## src/rtl/core/clpw_pkg.sv

```systemverilog
// Shared types and constants of the clipped line pixel writer.
// No dependencies; every other file of the block refers to it by scoped names.
`default_nettype none

package clpw_pkg;

  localparam int FIELD_W   = 16;
  localparam int CLIP_W    = 12;
  localparam int PITCH_W   = 14;
  localparam int FMT_W     = 2;
  localparam int DATA_W    = 32;
  localparam int ADDR_W    = 32;
  localparam int COUNT_W   = 3;
  localparam int CFG_IDX_W = 3;

  localparam logic [CFG_IDX_W-1:0] REG_CLIP_X_START = 3'd0;
  localparam logic [CFG_IDX_W-1:0] REG_CLIP_Y_START = 3'd1;
  localparam logic [CFG_IDX_W-1:0] REG_CLIP_X_END   = 3'd2;
  localparam logic [CFG_IDX_W-1:0] REG_CLIP_Y_END   = 3'd3;
  localparam logic [CFG_IDX_W-1:0] REG_ROW_PITCH    = 3'd4;
  localparam logic [CFG_IDX_W-1:0] REG_PIXEL_FORMAT = 3'd5;
  localparam logic [CFG_IDX_W-1:0] REG_PEN_COLOR    = 3'd6;
  localparam logic [CFG_IDX_W-1:0] REG_FB_BASE      = 3'd7;

  localparam logic [FMT_W-1:0] FMT_8BIT  = 2'd0;
  localparam logic [FMT_W-1:0] FMT_16BIT = 2'd1;
  localparam logic [FMT_W-1:0] FMT_24BIT = 2'd2;
  localparam logic [FMT_W-1:0] FMT_32BIT = 2'd3;

  localparam logic MODE_LOAD = 1'b0;
  localparam logic MODE_STEP = 1'b1;

  typedef struct packed {
    logic [CLIP_W-1:0]  clip_x_start;
    logic [CLIP_W-1:0]  clip_y_start;
    logic [CLIP_W-1:0]  clip_x_end;
    logic [CLIP_W-1:0]  clip_y_end;
    logic [PITCH_W-1:0] row_pitch;
    logic [FMT_W-1:0]   pixel_format;
    logic [DATA_W-1:0]  pen_color;
    logic [ADDR_W-1:0]  framebuffer_base;
  } cfg_regs_t;

  typedef struct packed {
    logic                      mode;
    logic signed [FIELD_W-1:0] start_x;
    logic signed [FIELD_W-1:0] start_y;
    logic signed [FIELD_W-1:0] end_x;
    logic signed [FIELD_W-1:0] end_y;
  } line_item_t;

  typedef struct packed {
    logic               write_enable;
    logic [ADDR_W-1:0]  byte_address;
    logic [DATA_W-1:0]  pixel_data;
    logic [COUNT_W-1:0] byte_count;
    logic               last;
    logic               line_active;
  } pix_result_t;

endpackage

`default_nettype wire

```

## src/rtl/core/clpw_if.sv

```systemverilog
// Channel interfaces of the clipped line pixel writer: line items in,
// pixel results out, configuration writes. Uses clpw_pkg for widths.
`default_nettype none

interface clpw_line_if;
  logic                               valid;
  logic                               ready;
  logic                               mode;
  logic signed [clpw_pkg::FIELD_W-1:0] start_x;
  logic signed [clpw_pkg::FIELD_W-1:0] start_y;
  logic signed [clpw_pkg::FIELD_W-1:0] end_x;
  logic signed [clpw_pkg::FIELD_W-1:0] end_y;

  modport source (output valid, mode, start_x, start_y, end_x, end_y, input ready);
  modport sink   (input valid, mode, start_x, start_y, end_x, end_y, output ready);
endinterface

interface clpw_pix_if;
  logic                          valid;
  logic                          ready;
  logic                          write_enable;
  logic [clpw_pkg::ADDR_W-1:0]   byte_address;
  logic [clpw_pkg::DATA_W-1:0]   pixel_data;
  logic [clpw_pkg::COUNT_W-1:0]  byte_count;
  logic                          last;
  logic                          line_active;

  modport source (output valid, write_enable, byte_address, pixel_data, byte_count,
                  last, line_active, input ready);
  modport sink   (input valid, write_enable, byte_address, pixel_data, byte_count,
                  last, line_active, output ready);
endinterface

interface clpw_cfg_if;
  logic                           valid;
  logic                           ready;
  logic [clpw_pkg::CFG_IDX_W-1:0] index;
  logic [clpw_pkg::DATA_W-1:0]    data;

  modport source (output valid, index, data, input ready);
  modport sink   (input valid, index, data, output ready);
endinterface

`default_nettype wire

```

## src/rtl/core/clpw_cfg_regs.sv

```systemverilog
// Configuration register file of the clipped line pixel writer.
// Depends on clpw_pkg and the clpw_cfg_if interface.
`default_nettype none

module clpw_cfg_regs (
  input  wire logic          clk,
  input  wire logic          rst_n,
  clpw_cfg_if.sink           cfg_wr,
  output clpw_pkg::cfg_regs_t cfg
);

  clpw_pkg::cfg_regs_t cfg_r;
  clpw_pkg::cfg_regs_t cfg_nxt;

  assign cfg_wr.ready = 1'b1;
  assign cfg          = cfg_r;

  always_comb begin
    cfg_nxt = cfg_r;
    if (cfg_wr.valid) begin
      case (cfg_wr.index)
        clpw_pkg::REG_CLIP_X_START: cfg_nxt.clip_x_start = cfg_wr.data[clpw_pkg::CLIP_W-1:0];
        clpw_pkg::REG_CLIP_Y_START: cfg_nxt.clip_y_start = cfg_wr.data[clpw_pkg::CLIP_W-1:0];
        clpw_pkg::REG_CLIP_X_END:   cfg_nxt.clip_x_end   = cfg_wr.data[clpw_pkg::CLIP_W-1:0];
        clpw_pkg::REG_CLIP_Y_END:   cfg_nxt.clip_y_end   = cfg_wr.data[clpw_pkg::CLIP_W-1:0];
        clpw_pkg::REG_ROW_PITCH:    cfg_nxt.row_pitch    = cfg_wr.data[clpw_pkg::PITCH_W-1:0];
        clpw_pkg::REG_PIXEL_FORMAT: cfg_nxt.pixel_format = cfg_wr.data[clpw_pkg::FMT_W-1:0];
        clpw_pkg::REG_PEN_COLOR:    cfg_nxt.pen_color    = cfg_wr.data;
        clpw_pkg::REG_FB_BASE:      cfg_nxt.framebuffer_base = cfg_wr.data;
        default:                    cfg_nxt = cfg_r;
      endcase
    end
  end

  always_ff @(posedge clk) begin
    if (!rst_n) begin
      cfg_r <= '0;
    end else begin
      cfg_r <= cfg_nxt;
    end
  end

endmodule

`default_nettype wire

```

## src/rtl/core/clpw_stepper.sv

```systemverilog
// Bresenham line state and step/load datapath with clip test,
// address and pixel data generation. Depends on clpw_pkg.
`default_nettype none

module clpw_stepper #(
  parameter int COORD_WIDTH = 16
) (
  input  wire logic            clk,
  input  wire logic            rst_n,
  input  wire logic            fire,
  input  clpw_pkg::line_item_t item,
  input  clpw_pkg::cfg_regs_t  cfg,
  output clpw_pkg::pix_result_t result
);

  localparam int CW = COORD_WIDTH;
  localparam int DW = CW + 2;
  localparam int EW = CW + 4;
  localparam int PX_W = clpw_pkg::CLIP_W + clpw_pkg::COUNT_W;
  localparam int PY_W = clpw_pkg::CLIP_W + clpw_pkg::PITCH_W;

  logic signed [CW-1:0] cur_x_r, cur_y_r, target_x_r, target_y_r;
  logic [DW-1:0]        tdx_r, tdy_r;
  logic signed [EW-1:0] err_r;
  logic signed [1:0]    step_x_r, step_y_r;
  logic                 x_major_r;
  logic                 busy_r;

  logic signed [CW-1:0] cur_x_nxt, cur_y_nxt;
  logic signed [EW-1:0] err_nxt;

  // load setup
  logic signed [31:0] sx32, sy32, ex32, ey32;
  logic signed [CW-1:0] x1, y1, x2, y2;
  logic signed [CW:0]   dx, dy;
  logic [CW:0]          abs_dx, abs_dy;
  logic [DW-1:0]        ld_tdx, ld_tdy;
  logic                 ld_xmaj;
  logic signed [EW-1:0] ld_err;
  logic signed [1:0]    ld_sx, ld_sy;

  assign sx32 = 32'(item.start_x);
  assign sy32 = 32'(item.start_y);
  assign ex32 = 32'(item.end_x);
  assign ey32 = 32'(item.end_y);
  assign x1 = $signed(sx32[CW-1:0]);
  assign y1 = $signed(sy32[CW-1:0]);
  assign x2 = $signed(ex32[CW-1:0]);
  assign y2 = $signed(ey32[CW-1:0]);

  assign dx = $signed({x2[CW-1], x2}) - $signed({x1[CW-1], x1});
  assign dy = $signed({y2[CW-1], y2}) - $signed({y1[CW-1], y1});
  assign abs_dx = dx[CW] ? ((~$unsigned(dx)) + 1'b1) : $unsigned(dx);
  assign abs_dy = dy[CW] ? ((~$unsigned(dy)) + 1'b1) : $unsigned(dy);
  assign ld_tdx = {abs_dx, 1'b0};
  assign ld_tdy = {abs_dy, 1'b0};
  assign ld_xmaj = ld_tdx > ld_tdy;
  assign ld_err = ld_xmaj ? $signed(EW'(ld_tdy) - EW'(abs_dx))
                          : $signed(EW'(ld_tdx) - EW'(abs_dy));
  assign ld_sx = dx[CW] ? 2'sb11 : ((dx != '0) ? 2'sb01 : 2'sb00);
  assign ld_sy = dy[CW] ? 2'sb11 : ((dy != '0) ? 2'sb01 : 2'sb00);

  // step datapath
  logic signed [CW-1:0] nx, ny;
  logic                 err_ge;
  logic                 at_end;
  logic [DW-1:0]        minor_sub, major_add;
  logic signed [EW-1:0] err_mid;

  assign nx = cur_x_r + $signed({{(CW-2){step_x_r[1]}}, step_x_r});
  assign ny = cur_y_r + $signed({{(CW-2){step_y_r[1]}}, step_y_r});
  assign err_ge = !err_r[EW-1];
  assign at_end = x_major_r ? (cur_x_r == target_x_r) : (cur_y_r == target_y_r);
  assign minor_sub = x_major_r ? tdx_r : tdy_r;
  assign major_add = x_major_r ? tdy_r : tdx_r;
  assign err_mid = err_ge ? (err_r - $signed(EW'(minor_sub))) : err_r;

  always_comb begin
    err_nxt = err_mid + $signed(EW'(major_add));
    if (x_major_r) begin
      cur_x_nxt = nx;
      cur_y_nxt = err_ge ? ny : cur_y_r;
    end else begin
      cur_y_nxt = ny;
      cur_x_nxt = err_ge ? nx : cur_x_r;
    end
  end

  // clip, address, data
  logic                        in_window;
  logic [clpw_pkg::CLIP_W-1:0] xi, yi;
  logic [clpw_pkg::COUNT_W-1:0] bpp;
  logic [PX_W-1:0]             prod_x;
  logic [PY_W-1:0]             prod_y;
  logic [clpw_pkg::ADDR_W-1:0] addr;
  logic [clpw_pkg::DATA_W-1:0] data;

  assign in_window = !cur_x_r[CW-1] && !cur_y_r[CW-1]
                     && ($unsigned(cur_x_r) >= CW'(cfg.clip_x_start))
                     && ($unsigned(cur_x_r) <= CW'(cfg.clip_x_end))
                     && ($unsigned(cur_y_r) >= CW'(cfg.clip_y_start))
                     && ($unsigned(cur_y_r) <= CW'(cfg.clip_y_end));
  assign xi = cur_x_r[clpw_pkg::CLIP_W-1:0];
  assign yi = cur_y_r[clpw_pkg::CLIP_W-1:0];
  assign bpp = clpw_pkg::COUNT_W'(cfg.pixel_format) + 1'b1;
  assign prod_x = PX_W'(xi) * PX_W'(bpp);
  assign prod_y = PY_W'(yi) * PY_W'(cfg.row_pitch);
  assign addr = cfg.framebuffer_base + clpw_pkg::ADDR_W'(prod_x)
                + clpw_pkg::ADDR_W'(prod_y);

  always_comb begin
    case (cfg.pixel_format)
      clpw_pkg::FMT_8BIT:  data = {24'd0, cfg.pen_color[7:0]};
      clpw_pkg::FMT_16BIT: data = {16'd0, cfg.pen_color[15:0]};
      clpw_pkg::FMT_24BIT: data = {8'd0, cfg.pen_color[23:0]};
      default:             data = cfg.pen_color;
    endcase
  end

  always_comb begin
    result              = '0;
    result.byte_count   = bpp;
    if (item.mode == clpw_pkg::MODE_LOAD) begin
      result.line_active = 1'b1;
    end else if (busy_r) begin
      result.write_enable = in_window;
      result.byte_address = in_window ? addr : '0;
      result.pixel_data   = in_window ? data : '0;
      result.last         = at_end;
      result.line_active  = !at_end;
    end
  end

  always_ff @(posedge clk) begin
    if (!rst_n) begin
      cur_x_r    <= '0;
      cur_y_r    <= '0;
      target_x_r <= '0;
      target_y_r <= '0;
      tdx_r      <= '0;
      tdy_r      <= '0;
      err_r      <= '0;
      step_x_r   <= '0;
      step_y_r   <= '0;
      x_major_r  <= 1'b0;
      busy_r     <= 1'b0;
    end else if (fire) begin
      if (item.mode == clpw_pkg::MODE_LOAD) begin
        cur_x_r    <= x1;
        cur_y_r    <= y1;
        target_x_r <= x2;
        target_y_r <= y2;
        tdx_r      <= ld_tdx;
        tdy_r      <= ld_tdy;
        err_r      <= ld_err;
        step_x_r   <= ld_sx;
        step_y_r   <= ld_sy;
        x_major_r  <= ld_xmaj;
        busy_r     <= 1'b1;
      end else if (busy_r) begin
        if (at_end) begin
          busy_r <= 1'b0;
        end else begin
          cur_x_r <= cur_x_nxt;
          cur_y_r <= cur_y_nxt;
          err_r   <= err_nxt;
        end
      end
    end
  end

endmodule

`default_nettype wire

```

## src/rtl/core/clipped_line_pixel_writer.sv

```systemverilog
// Top level of the clipped line pixel writer: input register, line stepper,
// result register and configuration registers. Depends on clpw_pkg,
// clpw_if, clpw_cfg_regs and clpw_stepper.
//
// One result per accepted item, one item per clock sustained while the output
// is not stalled: an item sits in the input register, the stepper performs its
// load or one pixel step, and the result is held in the output register, so a
// result is offered once its item has passed the input register and then the
// output register. The per-cycle limit is the stepper datapath (error update,
// clip compare and the row times pitch product). Write configuration only while
// no item is in flight; cfg_wr.ready is always high.
`default_nettype none

module clipped_line_pixel_writer #(
  parameter int COORD_WIDTH = 16
) (
  input  wire logic clk,
  input  wire logic rst_n,
  clpw_line_if.sink   in_item,
  clpw_pix_if.source  out_item,
  clpw_cfg_if.sink    cfg_wr
);

  clpw_pkg::cfg_regs_t   cfg;
  clpw_pkg::line_item_t  in_item_r;
  logic                  in_valid_r;
  clpw_pkg::pix_result_t result;
  clpw_pkg::pix_result_t out_item_r;
  logic                  out_valid_r;
  logic                  advance;

  assign advance       = in_valid_r && (!out_valid_r || out_item.ready);
  assign in_item.ready = !in_valid_r || advance;

  clpw_cfg_regs u_cfg (
    .clk    (clk),
    .rst_n  (rst_n),
    .cfg_wr (cfg_wr),
    .cfg    (cfg)
  );

  clpw_stepper #(
    .COORD_WIDTH (COORD_WIDTH)
  ) u_stepper (
    .clk    (clk),
    .rst_n  (rst_n),
    .fire   (advance),
    .item   (in_item_r),
    .cfg    (cfg),
    .result (result)
  );

  always_ff @(posedge clk) begin
    if (!rst_n) begin
      in_valid_r <= 1'b0;
    end else if (in_item.valid && in_item.ready) begin
      in_valid_r <= 1'b1;
    end else if (advance) begin
      in_valid_r <= 1'b0;
    end
  end

  always_ff @(posedge clk) begin
    if (in_item.valid && in_item.ready) begin
      in_item_r.mode    <= in_item.mode;
      in_item_r.start_x <= in_item.start_x;
      in_item_r.start_y <= in_item.start_y;
      in_item_r.end_x   <= in_item.end_x;
      in_item_r.end_y   <= in_item.end_y;
    end
  end

  always_ff @(posedge clk) begin
    if (!rst_n) begin
      out_valid_r <= 1'b0;
    end else if (advance) begin
      out_valid_r <= 1'b1;
    end else if (out_item.ready) begin
      out_valid_r <= 1'b0;
    end
  end

  always_ff @(posedge clk) begin
    if (advance) begin
      out_item_r <= result;
    end
  end

  assign out_item.valid        = out_valid_r;
  assign out_item.write_enable = out_item_r.write_enable;
  assign out_item.byte_address = out_item_r.byte_address;
  assign out_item.pixel_data   = out_item_r.pixel_data;
  assign out_item.byte_count   = out_item_r.byte_count;
  assign out_item.last         = out_item_r.last;
  assign out_item.line_active  = out_item_r.line_active;

endmodule

`default_nettype wire
```

## src/flat_wrapper.sv

```systemverilog
// flat-port wrapper written by rule: the top's interface ports become plain ports
module clipped_line_pixel_writer_flat 
#(
  parameter int COORD_WIDTH = 16
)
  (clk, rst_n, in_item_valid, in_item_mode, in_item_start_x, in_item_start_y, in_item_end_x, in_item_end_y, in_item_ready, out_item_valid, out_item_write_enable, out_item_byte_address, out_item_pixel_data, out_item_byte_count, out_item_last, out_item_line_active, out_item_ready, cfg_wr_valid, cfg_wr_index, cfg_wr_data, cfg_wr_ready);
  clpw_line_if in_item_i ();
  clpw_pix_if out_item_i ();
  clpw_cfg_if cfg_wr_i ();
  input  wire logic clk;
  input  wire logic rst_n;
  input wire logic [$bits(in_item_i.valid)-1:0] in_item_valid;
  input wire logic [$bits(in_item_i.mode)-1:0] in_item_mode;
  input wire logic [$bits(in_item_i.start_x)-1:0] in_item_start_x;
  input wire logic [$bits(in_item_i.start_y)-1:0] in_item_start_y;
  input wire logic [$bits(in_item_i.end_x)-1:0] in_item_end_x;
  input wire logic [$bits(in_item_i.end_y)-1:0] in_item_end_y;
  output wire logic [$bits(in_item_i.ready)-1:0] in_item_ready;
  output wire logic [$bits(out_item_i.valid)-1:0] out_item_valid;
  output wire logic [$bits(out_item_i.write_enable)-1:0] out_item_write_enable;
  output wire logic [$bits(out_item_i.byte_address)-1:0] out_item_byte_address;
  output wire logic [$bits(out_item_i.pixel_data)-1:0] out_item_pixel_data;
  output wire logic [$bits(out_item_i.byte_count)-1:0] out_item_byte_count;
  output wire logic [$bits(out_item_i.last)-1:0] out_item_last;
  output wire logic [$bits(out_item_i.line_active)-1:0] out_item_line_active;
  input wire logic [$bits(out_item_i.ready)-1:0] out_item_ready;
  input wire logic [$bits(cfg_wr_i.valid)-1:0] cfg_wr_valid;
  input wire logic [$bits(cfg_wr_i.index)-1:0] cfg_wr_index;
  input wire logic [$bits(cfg_wr_i.data)-1:0] cfg_wr_data;
  output wire logic [$bits(cfg_wr_i.ready)-1:0] cfg_wr_ready;
  assign in_item_i.valid = in_item_valid;
  assign in_item_i.mode = in_item_mode;
  assign in_item_i.start_x = in_item_start_x;
  assign in_item_i.start_y = in_item_start_y;
  assign in_item_i.end_x = in_item_end_x;
  assign in_item_i.end_y = in_item_end_y;
  assign in_item_ready = in_item_i.ready;
  assign out_item_valid = out_item_i.valid;
  assign out_item_write_enable = out_item_i.write_enable;
  assign out_item_byte_address = out_item_i.byte_address;
  assign out_item_pixel_data = out_item_i.pixel_data;
  assign out_item_byte_count = out_item_i.byte_count;
  assign out_item_last = out_item_i.last;
  assign out_item_line_active = out_item_i.line_active;
  assign out_item_i.ready = out_item_ready;
  assign cfg_wr_i.valid = cfg_wr_valid;
  assign cfg_wr_i.index = cfg_wr_index;
  assign cfg_wr_i.data = cfg_wr_data;
  assign cfg_wr_ready = cfg_wr_i.ready;
  clipped_line_pixel_writer #(.COORD_WIDTH(COORD_WIDTH)) u_core (.clk(clk), .rst_n(rst_n), .in_item(in_item_i), .out_item(out_item_i), .cfg_wr(cfg_wr_i));
endmodule
```

## config.mk

```make
export PLATFORM = sky130hd
export DESIGN_NAME = clipped_line_pixel_writer_flat
export DESIGN_NICKNAME = d
export VERILOG_FILES = /design/src/rtl/core/clpw_pkg.sv /design/src/rtl/core/clpw_if.sv /design/src/rtl/core/clpw_cfg_regs.sv /design/src/rtl/core/clpw_stepper.sv /design/src/rtl/core/clipped_line_pixel_writer.sv /design/src/flat_wrapper.sv
export SDC_FILE = /design/constraint.sdc
export NUM_CORES = 2
export LEC_CHECK = 0
export BUFFER_PORTS_ARGS = -buffer_cell sky130_fd_sc_hd__buf_4
export CORE_ASPECT_RATIO = 0.9
export CORE_MARGIN = 2
export CORE_UTILIZATION = 30
export CTS_CLUSTER_DIAMETER = 60
export DETAILED_ROUTE_END_ITERATION = 16
export SLEW_MARGIN = 40
export SYNTH_ARGS = -nofsm -noshare
export SYNTH_HDL_FRONTEND = slang
export SYNTH_SLANG_ARGS = --single-unit
```

## constraint.sdc

```tcl
create_clock -name clk -period 9.9 [get_ports clk]
set_clock_uncertainty 0.15 [all_clocks]
set_input_delay 1.485 -clock clk [delete_from_list [all_inputs] [get_ports clk]]
set_output_delay 1.485 -clock clk [all_outputs]
set_load 0.005 [all_outputs]
```

== Word level (Yosys, flattened, before mapping) ==
Index checks and enable logic that the tools add are counted.
W data, S select, Z words.

* Add/subtract/negate cells: 13
* Multipliers: 2
* $lt $le $gt $ge: 5
* Eq/ne operators: 15
* Mux-type cells: 33
* Bitwise logic cells: 3
* Reduce and logical (&&, ||, !) cells: 34

{| class="wikitable"
|+ Operators by type and width
! kind !! number
|-
| $mux W16 || 10
|-
| $mux W20 || 5
|-
| $pmux W32 S3 || 1
|-
| $sub A18 B17 Y19 || 2
|-
| $mux W18 || 2
|-
| $add A17 B1 Y17 const B || 2
|-
| $mux W17 || 2
|-
| $not A17 Y17 || 2
|-
| $reduce_bool A17 Y1 || 2
|-
| $sub A16 B16 Y17 || 2
|-
| $add A16 B2 Y16 || 2
|-
| $add A32 B15 Y32 || 1
|-
| $add A32 B26 Y32 || 1
|-
| $eq A16 B16 Y1 || 2
|-
| $ge A16 B12 Y1 || 2
|-
| $le A16 B12 Y1 || 2
|-
| $mul A12 B14 Y26 || 1
|-
| $add A20 B19 Y20 || 1
|-
| $reduce_and A2 Y1 || 10
|-
| $sub A20 B19 Y20 || 1
|-
| $gt A18 B18 Y1 || 1
|-
| $mul A12 B3 Y15 || 1
|-
| $eq A3 B3 Y1 const B || 4
|-
| $mux W1 || 11
|-
| 17 further kinds || 35
|}

* Register bits: 389
* Input bits: 105
* Output and inout bits: 73

== Longest topological paths before layout ==
* Depth in word-level cells: 7
* Depth in mapped cells: 27
* Depth with buffers taken out: 26

== Hierarchy ==
From an unflattened synthesis, not the netlist that was laid out.

* Cells, all modules: 3459
* Area, all modules: 31146.1 sq um

{| class="wikitable"
|+ Modules (own cells, without submodules)
! module !! times used !! cells each !! area an instance (sq um) !! seq. area each (sq um)
|-
| clpw_stepper || 1 || 2855 || 22302.6 || 2462.4
|-
| clpw_cfg_regs || 1 || 460 || 4685.7 || 2562.5
|-
| clipped_line_pixel_writer || 1 || 144 || 4157.7 || 4093.9
|}

== Worst setup path after synthesis ==
No wires, ideal clock.

* Path type: register -> register
* Start: register u_core.u_cfg.cfg_r (netlist bit u_core.u_cfg.cfg[64])
* End: register u_core.out_item_r (netlist bit u_core.out_item.byte_address[30]), data pin
* Library setup time: 0.146 ns
* Arrival: 6.631 ns
* Setup slack: 2.973 ns
* Cell stages (with the launch flop): 25
* Path buffers: 1
* Period minus slack after synthesis: 6.927 ns
* Cells stage by stage: dfxtp_1 clkbuf_1 inv_1 ha_1 nor2b_1 fa_1 ha_1 inv_1 fa_1 inv_1 fa_1 inv_1 fa_1 fa_1 inv_1 ha_1 o21a_1 o21ai_0 or4_1 a21oi_1 o311ai_1 o311ai_1 a31oi_1 or3_1 a21oi_1

{| class="wikitable"
|+ RTL lines
! what !! line !! source
|-
| start, declared || clpw_cfg_regs.sv:12 || <nowiki>clpw_pkg::cfg_regs_t cfg_r;</nowiki>
|-
| start signal, assigned || clpw_cfg_regs.sv:39 || <nowiki>cfg_r <= cfg_nxt;</nowiki>
|-
| end signal, assigned || clipped_line_pixel_writer.sv:85 || <nowiki>out_item_r <= result;</nowiki>
|-
| end, declared || clipped_line_pixel_writer.sv:28 || <nowiki>clpw_pkg::pix_result_t out_item_r;</nowiki>
|}

==> results.md <==
* P per Cell Area at between 150 and 200 nW/um2
* Setup Crit Path Kind: register to register
* Most common cell in the netlist: nand2_1
* Mapped Cells at between 3k and 4k
* CP peak stage delay at between 700 and 800 ps
* CP max stage cell: o311ai_1
* Crit Path Max Fanout at 14
* Slew Limit Fails at 0
* CTS Buf Count at 52
* DRT Pass-1 Iters at 7
* Initial core utilization at 30.27%
* DIE AREA at ~110000 um2
* Leak pwr at approximately 15 nW
* Seq/Total Area, Yosys at approximately 30%
* Via count at 25.31k
* Number of enable flip-flop cells after synthesis at 135
* Initial antenna violation count at 1
* Port Buf Inserts at about 180
* CTS Root Cell: clkbuf_16
* Peak supply drop at about 0.13 mV
* Final core area utilization at between 30% and 40%
* Type of destination of the critical path: register
* Wirelength per Cell at about 18 um
* Setup bufs post-CTS at 0
* First DRT Iteration DRCs at ~1.8k
* Final period utilization at about three quarters
* Placed cell count at 4971
* Final Wtd Congestion at slightly above 0.9
* Synth top area cells: dfxtp_1 16%, edfxtp_1 13%, fa_1 12%
* Fin cells at about 5k
* RSZ-0062 raised after global routing: no
* Min Hold Slack at 301.3 ps
* Rel. slew slack at 45.49%
* Clk_lat worst skew at roughly 650 ps
* Clock-pin slew on the worst setup and hold paths at 60 ps
* Synth cell types at slightly below 100
* # IOs at 178
* Top-area cell type share of the netlist area at roughly 16%
* Setup TNS at 0 ps
* Row count at ~110
* Max cap viols at 0
* Clk sinks at approximately 390
* Synth Cell Area at approximately 31000 um2
* Htree depth at 2
* F_max at 0.1318 GHz
* Tot GR Track Use at 17.24%
* Hold Fails Final Rpt at 0
* Primary FF master, synth: dfxtp_1
* Vias/cell at about 5.0
* Remaining antenna violation count after routing at 0
* Layout cells sized above 1 at approximately 10%
* HPWL Detailed at 69.78 mm
* Mean post-synth cell area at about 8.7 um2
* Final WL at 92.41 mm
* CP cell instances: inv_1 -> ha_1 -> nor2b_1 -> fa_1 -> ha_1 -> inv_1 -> fa_1 -> inv_1 -> fa_1 -> inv_1 -> fa_1 -> fa_1 -> inv_1 -> ha_1 -> a211oi_1 -> a21boi_1 -> or4_1 -> a21oi_1 -> o311ai_1 -> o311ai_1 -> a31oi_1 -> xor2_1 -> nor2_1
* # fillers at roughly 10k
* Core area at about 100000 um2
* Area Growth Syn to Fin at 15.21%
* Number of global-route vias before repair at 24.27k
* Number of synthesized register bits at slightly below 400
* Antenna diodes at 0
* Worst hold-check path type: register to register
* Worst Path Arrival at about 7800 ps
* Final nets at 4253
* WP data required at 10140 ps
* Syn Nets at a little over 4k
* Synth warn at 0
* Synth top cells by count: 589 x nand2_1, 400 x inv_1, 314 x a21oi_1, 291 x ha_1, 253 x dfxtp_1
* Fraction of registers with async set/reset at 0%
* Drt drc at 0
* Final setup fails at 0
* Die Ht at 308.1 um
* Die Width at roughly 340 um
* Startpoint types: register
* Grt total ovfl at 0
* Fin crit period at roughly 7600 ps
* First-pass GRT wire length at 141.8 mm
* Pin count of the biggest net entering global routing at between 100 and 150
* Status: finished, final reports clean
* Worst-margin pin slew at just over 800 ps
* Clock tree buffer depth at 3
* Yosys top cell by area: dfxtp_1
* # resized after CTS at 0
* TritonCTS clock tree: built
* Hold_buf cts at 0
==> report_power, final <==
group	leakage [nW]	internal (W)	switching, W
clock	0.943	0.00126	0.000812
sequential	3.34	0.00172	0.0000880
combinational	10.9	0.000928	0.00133
total	15.2	0.00392	0.00223
==> area by class of cell <==
type | count | area (um2) | share of cell area [%]
Tap cell | 1356 | 1697 | 4.779
Clock buffer | 64 | 1438 | 4.049
Sequential cell | 388 | 9125 | 25.70
Timing Repair Buffer | 204 | 1543 | 4.345
Multi-Input combinational cell | 2620 | 19680 | 55.42
Clock inverter | 34 | 499.2 | 1.406
Inverter | 403 | 1526 | 4.299
==> registers in the layout (all words and copies together), names as in the netlist, 3 cells and up <==
signal                        cells
u_core.u_stepper.err_r           19
u_core.out_item.byte_address     32
u_core.u_stepper.cur_x_r         16
u_core.in_item_r                 65
u_core.u_cfg.cfg                128
u_core.u_stepper.target_y_r      16
u_core.u_stepper.tdy_r           17
u_core.out_item.byte_count        3
u_core.u_stepper.cur_y_r         16
u_core.u_stepper.tdx_r           17
u_core.u_stepper.target_x_r      16
u_core.out_item.pixel_data       32
==> through the flow <==
step	instance area, um2	power, W	worst slack [ps]
2_1_floorplan	30820	0.003488	2973
3_3_place_gp	33530	0.004031	2531
3_5_place_dp	33550	0.004055	2339
4_1_cts	35490	0.006160	2309
5_1_grt	35500	0.006513	1857
6_report	35500	0.006148	2315
==> worst max-delay path, delay by kind of cell (launching register included) <==
kind | cells | cell delay (ps)
adders and majority gates | 8 | 3670
AOI/OAI and AO/OA | 6 | 1850
DFF | 1 | 610
buffers and inverters | 5 | 410
and+or+nand+nor | 3 | 410
xor gates and xnor gates | 1 | 170
==> cell usage in the layout, fill, tap and decap left out, types with 120 or more instances in the layout <==
master	count
ha_1	291
xnor2_1	120
fa_1	188
inv_1	399
edfxtp_1	135
dfxtp_1	248
a21oi_1	314
nor2_1	185
buf_4	201
nand2_1	588
==> routing by layer <==
metal | share of wire, % | wire length [um] | GRT usage (%)
met3 | 6.3 | 5850 | 2.422
met2 | 42 | 39210 | 25.89
met5 | 0 | 0 | 0
met4 | 3.0 | 2772 | 5.389
met1 | 48 | 44570 | 25.31
==> logic make-up after synthesis <==
logic type	synth area share [%]
mux	2.103
other cells	0.01217
simple gates	16.79
xor+xnor	5.169
fa+ha+maj	24.03
compound gates	15.58
buf+inv	6.728
flops	29.59
==> worst paths after layout <==
kind / startpoint / end / slack [ps] / cells past startpoint
worst max-delay path: u_core.u_cfg.cfg[64] / u_core.out_item.byte_address[28] / 2310 / 23
worst min-delay path: u_core.u_cfg.cfg[49] / u_core.u_cfg.cfg[49] / 300 / 2
worst max register to register: u_core.u_cfg.cfg[64] / u_core.out_item.byte_address[28] / 2310 / 23
worst min register to register: u_core.u_cfg.cfg[49] / u_core.u_cfg.cfg[49] / 300 / 2
Power figures use the tool's default switching activity.
